===== config.mk =====
export PLATFORM = sky130hd
export DESIGN_NAME = fat32_cluster_chain_walker_unit
export DESIGN_NICKNAME = d
export VERILOG_FILES = /design/src/rtl/core/fcw_pkg.sv /design/src/rtl/core/fcw_cfg_regs.sv /design/src/rtl/core/fcw_step.sv /design/src/rtl/core/fat32_cluster_chain_walker_unit.sv
export SDC_FILE = /design/constraint.sdc
export NUM_CORES = 2
export LEC_CHECK = 0
export BUFFER_PORTS_ARGS = -buffer_cell sky130_fd_sc_hd__buf_2
export CAP_MARGIN = 20
export CELL_PAD_IN_SITES_DETAIL_PLACEMENT = 1
export CELL_PAD_IN_SITES_GLOBAL_PLACEMENT = 1
export CORE_MARGIN = 10
export CORE_UTILIZATION = 31
export CTS_CLUSTER_SIZE = 25
export DETAILED_ROUTE_END_ITERATION = 8
export PLACE_DENSITY = 0.57
export SLEW_MARGIN = 20
export SYNTH_ARGS = -nofsm -noshare
export SYNTH_HDL_FRONTEND = slang
export SYNTH_HIERARCHICAL = 1
export SYNTH_SLANG_ARGS = --single-unit

===== constraint.sdc =====
create_clock -name clk -period 14.2 [get_ports clk]
set_input_delay 0.71 -clock clk [delete_from_list [all_inputs] [get_ports clk]]
set_output_delay 0.71 -clock clk [all_outputs]
set_load 0.01 [all_outputs]

===== src/rtl/core/fcw_pkg.sv =====
// Shared types and constants for the FAT32 cluster chain walker.
// No dependencies; every module of the block imports this package.
`default_nettype none

package fcw_pkg;

	localparam int unsigned ADDR_W    = 32;
	localparam int unsigned CLUSTER_W = 28;
	localparam int unsigned SLOT_W    = 7;
	localparam int unsigned CFG_IDX_W = 3;
	localparam int unsigned CS_W      = 8;

	// Table entries at or above this value mark the end of a chain.
	localparam logic [CLUSTER_W-1:0] CHAIN_END   = 28'hFFFFFF8;
	localparam logic [CLUSTER_W-1:0] FIRST_VALID = 28'd2;

	// Item operation codes.
	localparam logic [1:0] OP_START = 2'd0;
	localparam logic [1:0] OP_NEXT  = 2'd1;
	localparam logic [1:0] OP_WORD  = 2'd2;

	// Configuration register indexes.
	localparam logic [CFG_IDX_W-1:0] REG_PARTITION_START = 3'd0;
	localparam logic [CFG_IDX_W-1:0] REG_RESERVED_COUNT  = 3'd1;
	localparam logic [CFG_IDX_W-1:0] REG_TABLE_COPIES    = 3'd2;
	localparam logic [CFG_IDX_W-1:0] REG_TABLE_LENGTH    = 3'd3;
	localparam logic [CFG_IDX_W-1:0] REG_CLUSTER_SECTORS = 3'd4;

	typedef enum logic [1:0] {
		PH_IDLE  = 2'd0,
		PH_DATA  = 2'd1,
		PH_TABLE = 2'd2,
		PH_WAIT  = 2'd3
	} fcw_phase_t;

	typedef enum logic [2:0] {
		K_DATA   = 3'd0,
		K_TABLE  = 3'd1,
		K_ACCEPT = 3'd2,
		K_WAIT   = 3'd3,
		K_DONE   = 3'd4,
		K_UNEXP  = 3'd5
	} fcw_kind_t;

	// Volume layout derived from the configuration registers.
	typedef struct packed {
		logic [ADDR_W-1:0] table_start;
		logic [ADDR_W-1:0] data_base;
		logic [CS_W-1:0]   sectors;
	} fcw_layout_t;

	typedef struct packed {
		fcw_kind_t            kind;
		logic [ADDR_W-1:0]    sector_address;
		logic [SLOT_W-1:0]    entry_slot;
		logic [CLUSTER_W-1:0] cluster_now;
	} fcw_result_t;

endpackage

`default_nettype wire


===== src/rtl/core/fcw_cfg_regs.sv =====
// Configuration registers of the chain walker and the volume layout built from them.
// Depends on fcw_pkg.
`default_nettype none

module fcw_cfg_regs
	import fcw_pkg::*;
#(
	parameter int unsigned MAX_CLUSTER_SECTORS = 128
) (
	input  wire logic                 clk,
	input  wire logic                 arst_n,
	input  wire logic                 cfg_write,
	input  wire logic [CFG_IDX_W-1:0] cfg_index,
	input  wire logic [ADDR_W-1:0]    cfg_data,
	output fcw_layout_t               layout
);

	localparam logic [CS_W-1:0] SECTORS_CAP = CS_W'(MAX_CLUSTER_SECTORS);

	logic [ADDR_W-1:0] partition_start_q;
	logic [15:0]       reserved_count_q;
	logic [7:0]        table_copies_q;
	logic [ADDR_W-1:0] table_length_q;
	logic [CS_W-1:0]   cluster_sectors_q;
	logic [ADDR_W-1:0] tables_span_q;

	logic [7:0]        mul_a;
	logic [ADDR_W-1:0] mul_b;
	logic [39:0]       mul_p;

	// The size of all table copies is kept up to date at the write itself, so the
	// layout is valid in the cycle after any register write.
	always_comb begin
		mul_a = (cfg_index == REG_TABLE_COPIES) ? cfg_data[7:0] : table_copies_q;
		mul_b = (cfg_index == REG_TABLE_LENGTH) ? cfg_data : table_length_q;
		mul_p = 40'(mul_a) * 40'(mul_b);
	end

	always_ff @(posedge clk or negedge arst_n) begin
		if (!arst_n) begin
			partition_start_q <= '0;
			reserved_count_q  <= 16'd32;
			table_copies_q    <= 8'd2;
			table_length_q    <= '0;
			cluster_sectors_q <= 8'd1;
			tables_span_q     <= '0;
		end else if (cfg_write) begin
			unique case (cfg_index)
				REG_PARTITION_START: partition_start_q <= cfg_data;
				REG_RESERVED_COUNT:  reserved_count_q  <= cfg_data[15:0];
				REG_TABLE_COPIES: begin
					table_copies_q <= cfg_data[7:0];
					tables_span_q  <= mul_p[ADDR_W-1:0];
				end
				REG_TABLE_LENGTH: begin
					table_length_q <= cfg_data;
					tables_span_q  <= mul_p[ADDR_W-1:0];
				end
				REG_CLUSTER_SECTORS: cluster_sectors_q <= cfg_data[CS_W-1:0];
				default: ;
			endcase
		end
	end

	always_comb begin
		layout.table_start = partition_start_q + ADDR_W'(reserved_count_q);
		layout.data_base   = layout.table_start + tables_span_q;
		layout.sectors     = (cluster_sectors_q > SECTORS_CAP) ? SECTORS_CAP
		                                                       : cluster_sectors_q;
	end

endmodule

`default_nettype wire


===== src/rtl/core/fcw_step.sv =====
// Next-state and result logic of the chain walker for one item.
// Depends on fcw_pkg; purely combinational.
`default_nettype none

module fcw_step
	import fcw_pkg::*;
#(
	parameter int unsigned CNT_W = 8
) (
	input  wire fcw_layout_t           layout,
	input  wire logic [1:0]            op,
	input  wire logic [ADDR_W-1:0]     first_cluster,
	input  wire logic [ADDR_W-1:0]     table_word,
	input  wire logic [CLUSTER_W-1:0]  cluster_cur,
	input  wire logic [CNT_W-1:0]      count_cur,
	input  wire fcw_phase_t            phase_cur,
	output logic [CLUSTER_W-1:0]       cluster_nxt,
	output logic [CNT_W-1:0]           count_nxt,
	output fcw_phase_t                 phase_nxt,
	output fcw_result_t                result
);

	localparam int unsigned CMP_W = 9;

	logic                 start_ok;
	logic                 word_ok;
	logic [CLUSTER_W-1:0] word_cluster;
	logic [CLUSTER_W-1:0] rq_cluster;
	logic [CNT_W-1:0]     rq_count;
	fcw_phase_t           rq_phase;
	fcw_phase_t           rq_phase_eff;
	logic [CNT_W-1:0]     count_inc;
	logic [ADDR_W-1:0]    cluster_off;
	logic [39:0]          cluster_span;
	logic [ADDR_W-1:0]    data_lba;
	logic [ADDR_W-1:0]    table_lba;

	always_comb begin
		start_ok     = (first_cluster >= ADDR_W'(FIRST_VALID))
		             && (first_cluster < ADDR_W'(CHAIN_END));
		word_cluster = table_word[CLUSTER_W-1:0];
		word_ok      = (word_cluster >= FIRST_VALID) && (word_cluster < CHAIN_END);

		// A start item issues its first request from the freshly loaded cluster.
		if (op == OP_START) begin
			rq_cluster = first_cluster[CLUSTER_W-1:0];
			rq_count   = '0;
			rq_phase   = PH_DATA;
		end else begin
			rq_cluster = cluster_cur;
			rq_count   = count_cur;
			rq_phase   = phase_cur;
		end

		// A lowered sector count can leave the counter already at its end.
		if (rq_phase == PH_DATA && CMP_W'(rq_count) >= CMP_W'(layout.sectors)) begin
			rq_phase_eff = PH_TABLE;
		end else begin
			rq_phase_eff = rq_phase;
		end

		count_inc    = rq_count + CNT_W'(1);
		cluster_off  = ADDR_W'(rq_cluster) - ADDR_W'(FIRST_VALID);
		cluster_span = 40'(cluster_off) * 40'(layout.sectors);
		data_lba     = layout.data_base + cluster_span[ADDR_W-1:0] + ADDR_W'(rq_count);
		table_lba    = layout.table_start + ADDR_W'(rq_cluster[CLUSTER_W-1:SLOT_W]);

		cluster_nxt           = cluster_cur;
		count_nxt             = count_cur;
		phase_nxt             = phase_cur;
		result.kind           = K_DONE;
		result.sector_address = '0;
		result.entry_slot     = '0;

		priority if (op == OP_START && !start_ok) begin
			cluster_nxt = first_cluster[CLUSTER_W-1:0];
			count_nxt   = '0;
			phase_nxt   = PH_IDLE;
			result.kind = K_DONE;
		end else if (op == OP_WORD) begin
			if (phase_cur == PH_WAIT) begin
				// An end marker is still stored, so it shows on cluster_now.
				cluster_nxt = word_cluster;
				count_nxt   = '0;
				phase_nxt   = word_ok ? PH_DATA : PH_IDLE;
				result.kind = K_ACCEPT;
			end else begin
				result.kind = K_UNEXP;
			end
		end else begin
			cluster_nxt = rq_cluster;
			count_nxt   = rq_count;
			phase_nxt   = rq_phase_eff;
			unique case (rq_phase_eff)
				PH_DATA: begin
					result.kind           = K_DATA;
					result.sector_address = data_lba;
					count_nxt             = count_inc;
					phase_nxt = (CMP_W'(count_inc) >= CMP_W'(layout.sectors)) ? PH_TABLE
					                                                          : PH_DATA;
				end
				PH_TABLE: begin
					result.kind           = K_TABLE;
					result.sector_address = table_lba;
					result.entry_slot     = rq_cluster[SLOT_W-1:0];
					phase_nxt             = PH_WAIT;
				end
				PH_WAIT: result.kind = K_WAIT;
				PH_IDLE: result.kind = K_DONE;
				default: result.kind = K_DONE;
			endcase
		end

		result.cluster_now = cluster_nxt;
	end

endmodule

`default_nettype wire


===== src/rtl/core/fat32_cluster_chain_walker_unit.sv =====
// Top level of the FAT32 cluster chain walker: item register, walker state, result register.
// Depends on fcw_pkg, fcw_cfg_regs and fcw_step.
`default_nettype none

// Generates the sector reads that fetch a file along its FAT32 cluster chain.
// Program the volume layout through the write port while the block is idle; a
// write takes effect for items that leave the item register after it. A start item
// (op 0) loads a cluster, and while a chain is walked each start or next item
// (op 1) returns one request: the data sectors of the cluster one by one, then
// the table sector and word slot of its entry. Deliver that entry with an op 2
// item. Each item yields exactly one result. Throughput is one item per clock
// while the result side does not stall; an accepted item passes the item register
// and then the result register, with the address add and the cluster-times-sector-count
// multiply in between. The walker state updates as each item leaves the item
// register, so consecutive items chain without gaps.
module fat32_cluster_chain_walker_unit
	import fcw_pkg::*;
#(
	parameter int unsigned MAX_CLUSTER_SECTORS = 128
) (
	input  wire logic                 clk,
	input  wire logic                 arst_n,
	input  wire logic                 cfg_write,
	input  wire logic [CFG_IDX_W-1:0] cfg_index,
	input  wire logic [ADDR_W-1:0]    cfg_data,
	input  wire logic                 item_valid,
	output logic                      item_ready,
	input  wire logic [1:0]           op,
	input  wire logic [ADDR_W-1:0]    first_cluster,
	input  wire logic [ADDR_W-1:0]    table_word,
	output logic                      result_valid,
	input  wire logic                 result_ready,
	output logic [2:0]                kind,
	output logic [ADDR_W-1:0]         sector_address,
	output logic [SLOT_W-1:0]         entry_slot,
	output logic [CLUSTER_W-1:0]      cluster_now
);

	localparam int unsigned CNT_W = $clog2(MAX_CLUSTER_SECTORS + 1);

	fcw_layout_t          layout;
	logic                 valid_s1;
	logic [1:0]           op_s1;
	logic [ADDR_W-1:0]    first_s1;
	logic [ADDR_W-1:0]    word_s1;
	logic                 valid_s2;
	fcw_result_t          result_s2;
	logic [CLUSTER_W-1:0] cluster_q;
	logic [CNT_W-1:0]     count_q;
	fcw_phase_t           phase_q;
	logic [CLUSTER_W-1:0] cluster_d;
	logic [CNT_W-1:0]     count_d;
	fcw_phase_t           phase_d;
	fcw_result_t          result_d;
	logic                 advance;

	fcw_cfg_regs #(
		.MAX_CLUSTER_SECTORS(MAX_CLUSTER_SECTORS)
	) u_cfg (
		.clk      (clk),
		.arst_n   (arst_n),
		.cfg_write(cfg_write),
		.cfg_index(cfg_index),
		.cfg_data (cfg_data),
		.layout   (layout)
	);

	fcw_step #(
		.CNT_W(CNT_W)
	) u_step (
		.layout       (layout),
		.op           (op_s1),
		.first_cluster(first_s1),
		.table_word   (word_s1),
		.cluster_cur  (cluster_q),
		.count_cur    (count_q),
		.phase_cur    (phase_q),
		.cluster_nxt  (cluster_d),
		.count_nxt    (count_d),
		.phase_nxt    (phase_d),
		.result       (result_d)
	);

	// An item moves on when the result register is empty or being emptied.
	assign advance    = valid_s1 && (!valid_s2 || result_ready);
	assign item_ready = !valid_s1 || advance;

	always_ff @(posedge clk or negedge arst_n) begin
		if (!arst_n) begin
			valid_s1  <= 1'b0;
			valid_s2  <= 1'b0;
			cluster_q <= '0;
			count_q   <= '0;
			phase_q   <= PH_IDLE;
		end else begin
			if (item_ready) begin
				valid_s1 <= item_valid;
			end
			if (advance) begin
				valid_s2  <= 1'b1;
				cluster_q <= cluster_d;
				count_q   <= count_d;
				phase_q   <= phase_d;
			end else if (result_ready) begin
				valid_s2 <= 1'b0;
			end
		end
	end

	always_ff @(posedge clk) begin
		if (item_ready && item_valid) begin
			op_s1    <= op;
			first_s1 <= first_cluster;
			word_s1  <= table_word;
		end
		if (advance) begin
			result_s2 <= result_d;
		end
	end

	assign result_valid   = valid_s2;
	assign kind           = result_s2.kind;
	assign sector_address = result_s2.sector_address;
	assign entry_slot     = result_s2.entry_slot;
	assign cluster_now    = result_s2.cluster_now;

endmodule

`default_nettype wire


==> impl_results.md <==
- HPWL Detailed: 82,300 µm
- CTS tree: yes
- CP Launch Type: flip-flop
- Finished Layout Cells: 4,823
- Die Height: 340 µm
- Clk_lat worst skew: ~0.62 ns
- CTS root buf: clkbuf_16
- Rows: ~120
- Worst Reg-to-Reg Cells: 37
- Slowest cell on the critical path: fa_1
- Via density: 4.98
- Syn Area/Cell: 9.62 µm²
- Routed len/inst: around 21 µm
- Slew @ Worst Pin: around 1.1 ns
- Most Crowded Layer GR: met2
- Die X: between 300 and 400 µm
- Mapped cell area: between 30,000 and 40,000 µm²
- Post-synth net total: 3,942
- Initial antenna violation count: 1
- Grt met1 use: around a quarter
- RSZ-0062 raised after global routing: no
- Initial DRT Pass Iterations: 5
- Die area: ~120,000 µm²
- Hold-fix buffers at CTS: 0
- Peak Freq: 0.0973 GHz
- Max Buffers Root-to-Sink: 3
- CTS H-Tree Depth: 2
- Final hold violations: 0
- Status: finished, final reports clean
- Multi-input gate area: 21,600 µm²
- Post-CTS setup buffers: 0
- Max capacitance violation total: 0
- Routed Antenna Nets: 0
- Boundary pin count: 178
- Met2 usage: 29.3%
- Setup crit end kind: flip-flop
- Final Max Tran Viols: 0
- Syn Inst Count: 3,290
- PostCTS Resize Cnt: 0
- Total CTS buffers: 41
- Vias: 24,030
- GR Util met3: 2.03%
- Placed cell count: 4,746
- CP required: 14.53 ns
- Area grow syn2layout: 11.8%
- Crit path DAT: 10.60 ns
- Starting DRT DRC Count: 1,312
- R2R Setup Slk: 3.93 ns
- Share of cells above drive strength 1: 13.8%
- Initial Utilization: 31.2%
- Vias in the first global route: around 26,000
- # setup viols final: 0
- GRT Total Usage: 17.6%
- Sequential Area: 8170 µm²
- Synth warn: 6
- Finished Core Util: 34.8%
- Core region area: 102,000 µm²
- Setup_tns: 0 ns
- Clock Pin Slew Worst Setup and Hold Paths: 0.07 ns
- Worst setup path class: flip-flop to flip-flop
- Clock sinks: 300
- Final wirelength: 103,000 µm
- Gr ovfl total: 0
- CP dominant cell by count: fa_1
- Hold WC Path Type: input port to async pin
- # fillers: roughly 12,000
- Port Buffers: 173
- Crit path max fanout: 8
- Final Wtd Congestion: 0.816
- Final net count: 4,073
- Part of the cycle the worst path needs: 72.4%
- Worst Skew: around 0.040 ns
- Max-slew headroom: 26.0%
- Largest net degree at the start of global routing: 91
- DRC errors left: 0
- Fin crit period: 10.27 ns
- Max incr delay on CP: 0.56 ns
- Global-route wire length before repair: between 150,000 and 200,000 µm
## layout by cell type (no fill, tap or decap), drive strengths merged, types with 6 or more instances in the layout
cell type	n
or2	44
nor3	36
clkinv	14
mux2	103
o41ai	6
nand2b	39
dfrtp	165
xor2	68
and2	140
a21oi	152
clkbuf	56
nor2b	19
inv	361
a22oi	15
o21a	25
o22ai	30
o21ai	102
o21bai	19
nand2	256
and3	29
o31ai	10
a21boi	6
a21o	46
mux2i	62
nand4	31
a211o	6
nor2	382
nor3b	9
a31oi	22
nand3	46
or3	7
buf	220
a211oi	20
xnor2	116
o211ai	8
fa	349
ha	197
nor4	26
edfxtp	132
o311ai	9
## state kept, by name, summed over array words and instances, names as in the netlist
| register | count |
|---|---|
| cluster_q | 28 |
| count_q | 8 |
| u_cfg/reserved_count_q | 16 |
| u_cfg/table_length_q | 32 |
| entry_slot | 7 |
| word_s1 | 28 |
| valid_s1 | 1 |
| u_cfg/tables_span_q | 32 |
| u_cfg/partition_start_q | 32 |
| phase_q | 2 |
| first_s1 | 32 |
| result_valid | 1 |
| cluster_now | 28 |
| sector_address | 32 |
| op_s1 | 2 |
| u_cfg/table_copies_q | 8 |
| kind | 3 |
| u_cfg/cluster_sectors_q | 8 |
## through the flow
stage	hold WS [ns]	setup WS (ns)	instance area [µm²]
floorplan	0.414	5.46	31700
global placement	0.474	3.72	34000
detailed placement	0.478	3.65	34000
CTS	0.205	3.62	35400
global route	0.234	3.05	35400
finish	0.201	3.93	35400
## worst max-delay path: cells and delay by family, from the launching register on
kind	cells	cell delay (ns)
AOI/OAI and AO/OA	17	4.34
buffers and inverters	2	0.15
and+or+nand+nor	8	1.15
xor gates and xnor gates	1	0.21
adders and majority gates	9	3.74
DFF	1	0.39
## cell type report
cell class	instances	share of cell area [%]
multi-input combinational	2497	60.9
timing repair buffer	221	3.50
tap	1368	4.83
clock buffer	55	3.28
antenna	1	0.00707
sequential	300	23.1
clock inverter	21	0.576
inverter	360	3.82
## final timing paths
path	from	end
worst max-delay path	u_cfg/partition_start_q[0]	sector_address[30]
worst min-delay path	arst_n	u_cfg/table_copies_q[2]
worst max register to register	u_cfg/partition_start_q[0]	sector_address[30]
worst min register to register	u_cfg/tables_span_q[14]	u_cfg/tables_span_q[14]
max in group asynchronous	arst_n	u_cfg/partition_start_q[13]
min in group clk	first_cluster[5]	first_s1[5]
## layer usage
layer / part of all wire, % / vias to the layer above
met5: 0 / -
met4: 2.2 / 0
met3: 3.1 / 79
met2: 48 / 334
met1: 47 / 12367
li1: - / 11250
Power is left out: the tool's default activity adds up to more than one toggle a clock period on the data nets, which glitch-free logic cannot reach.
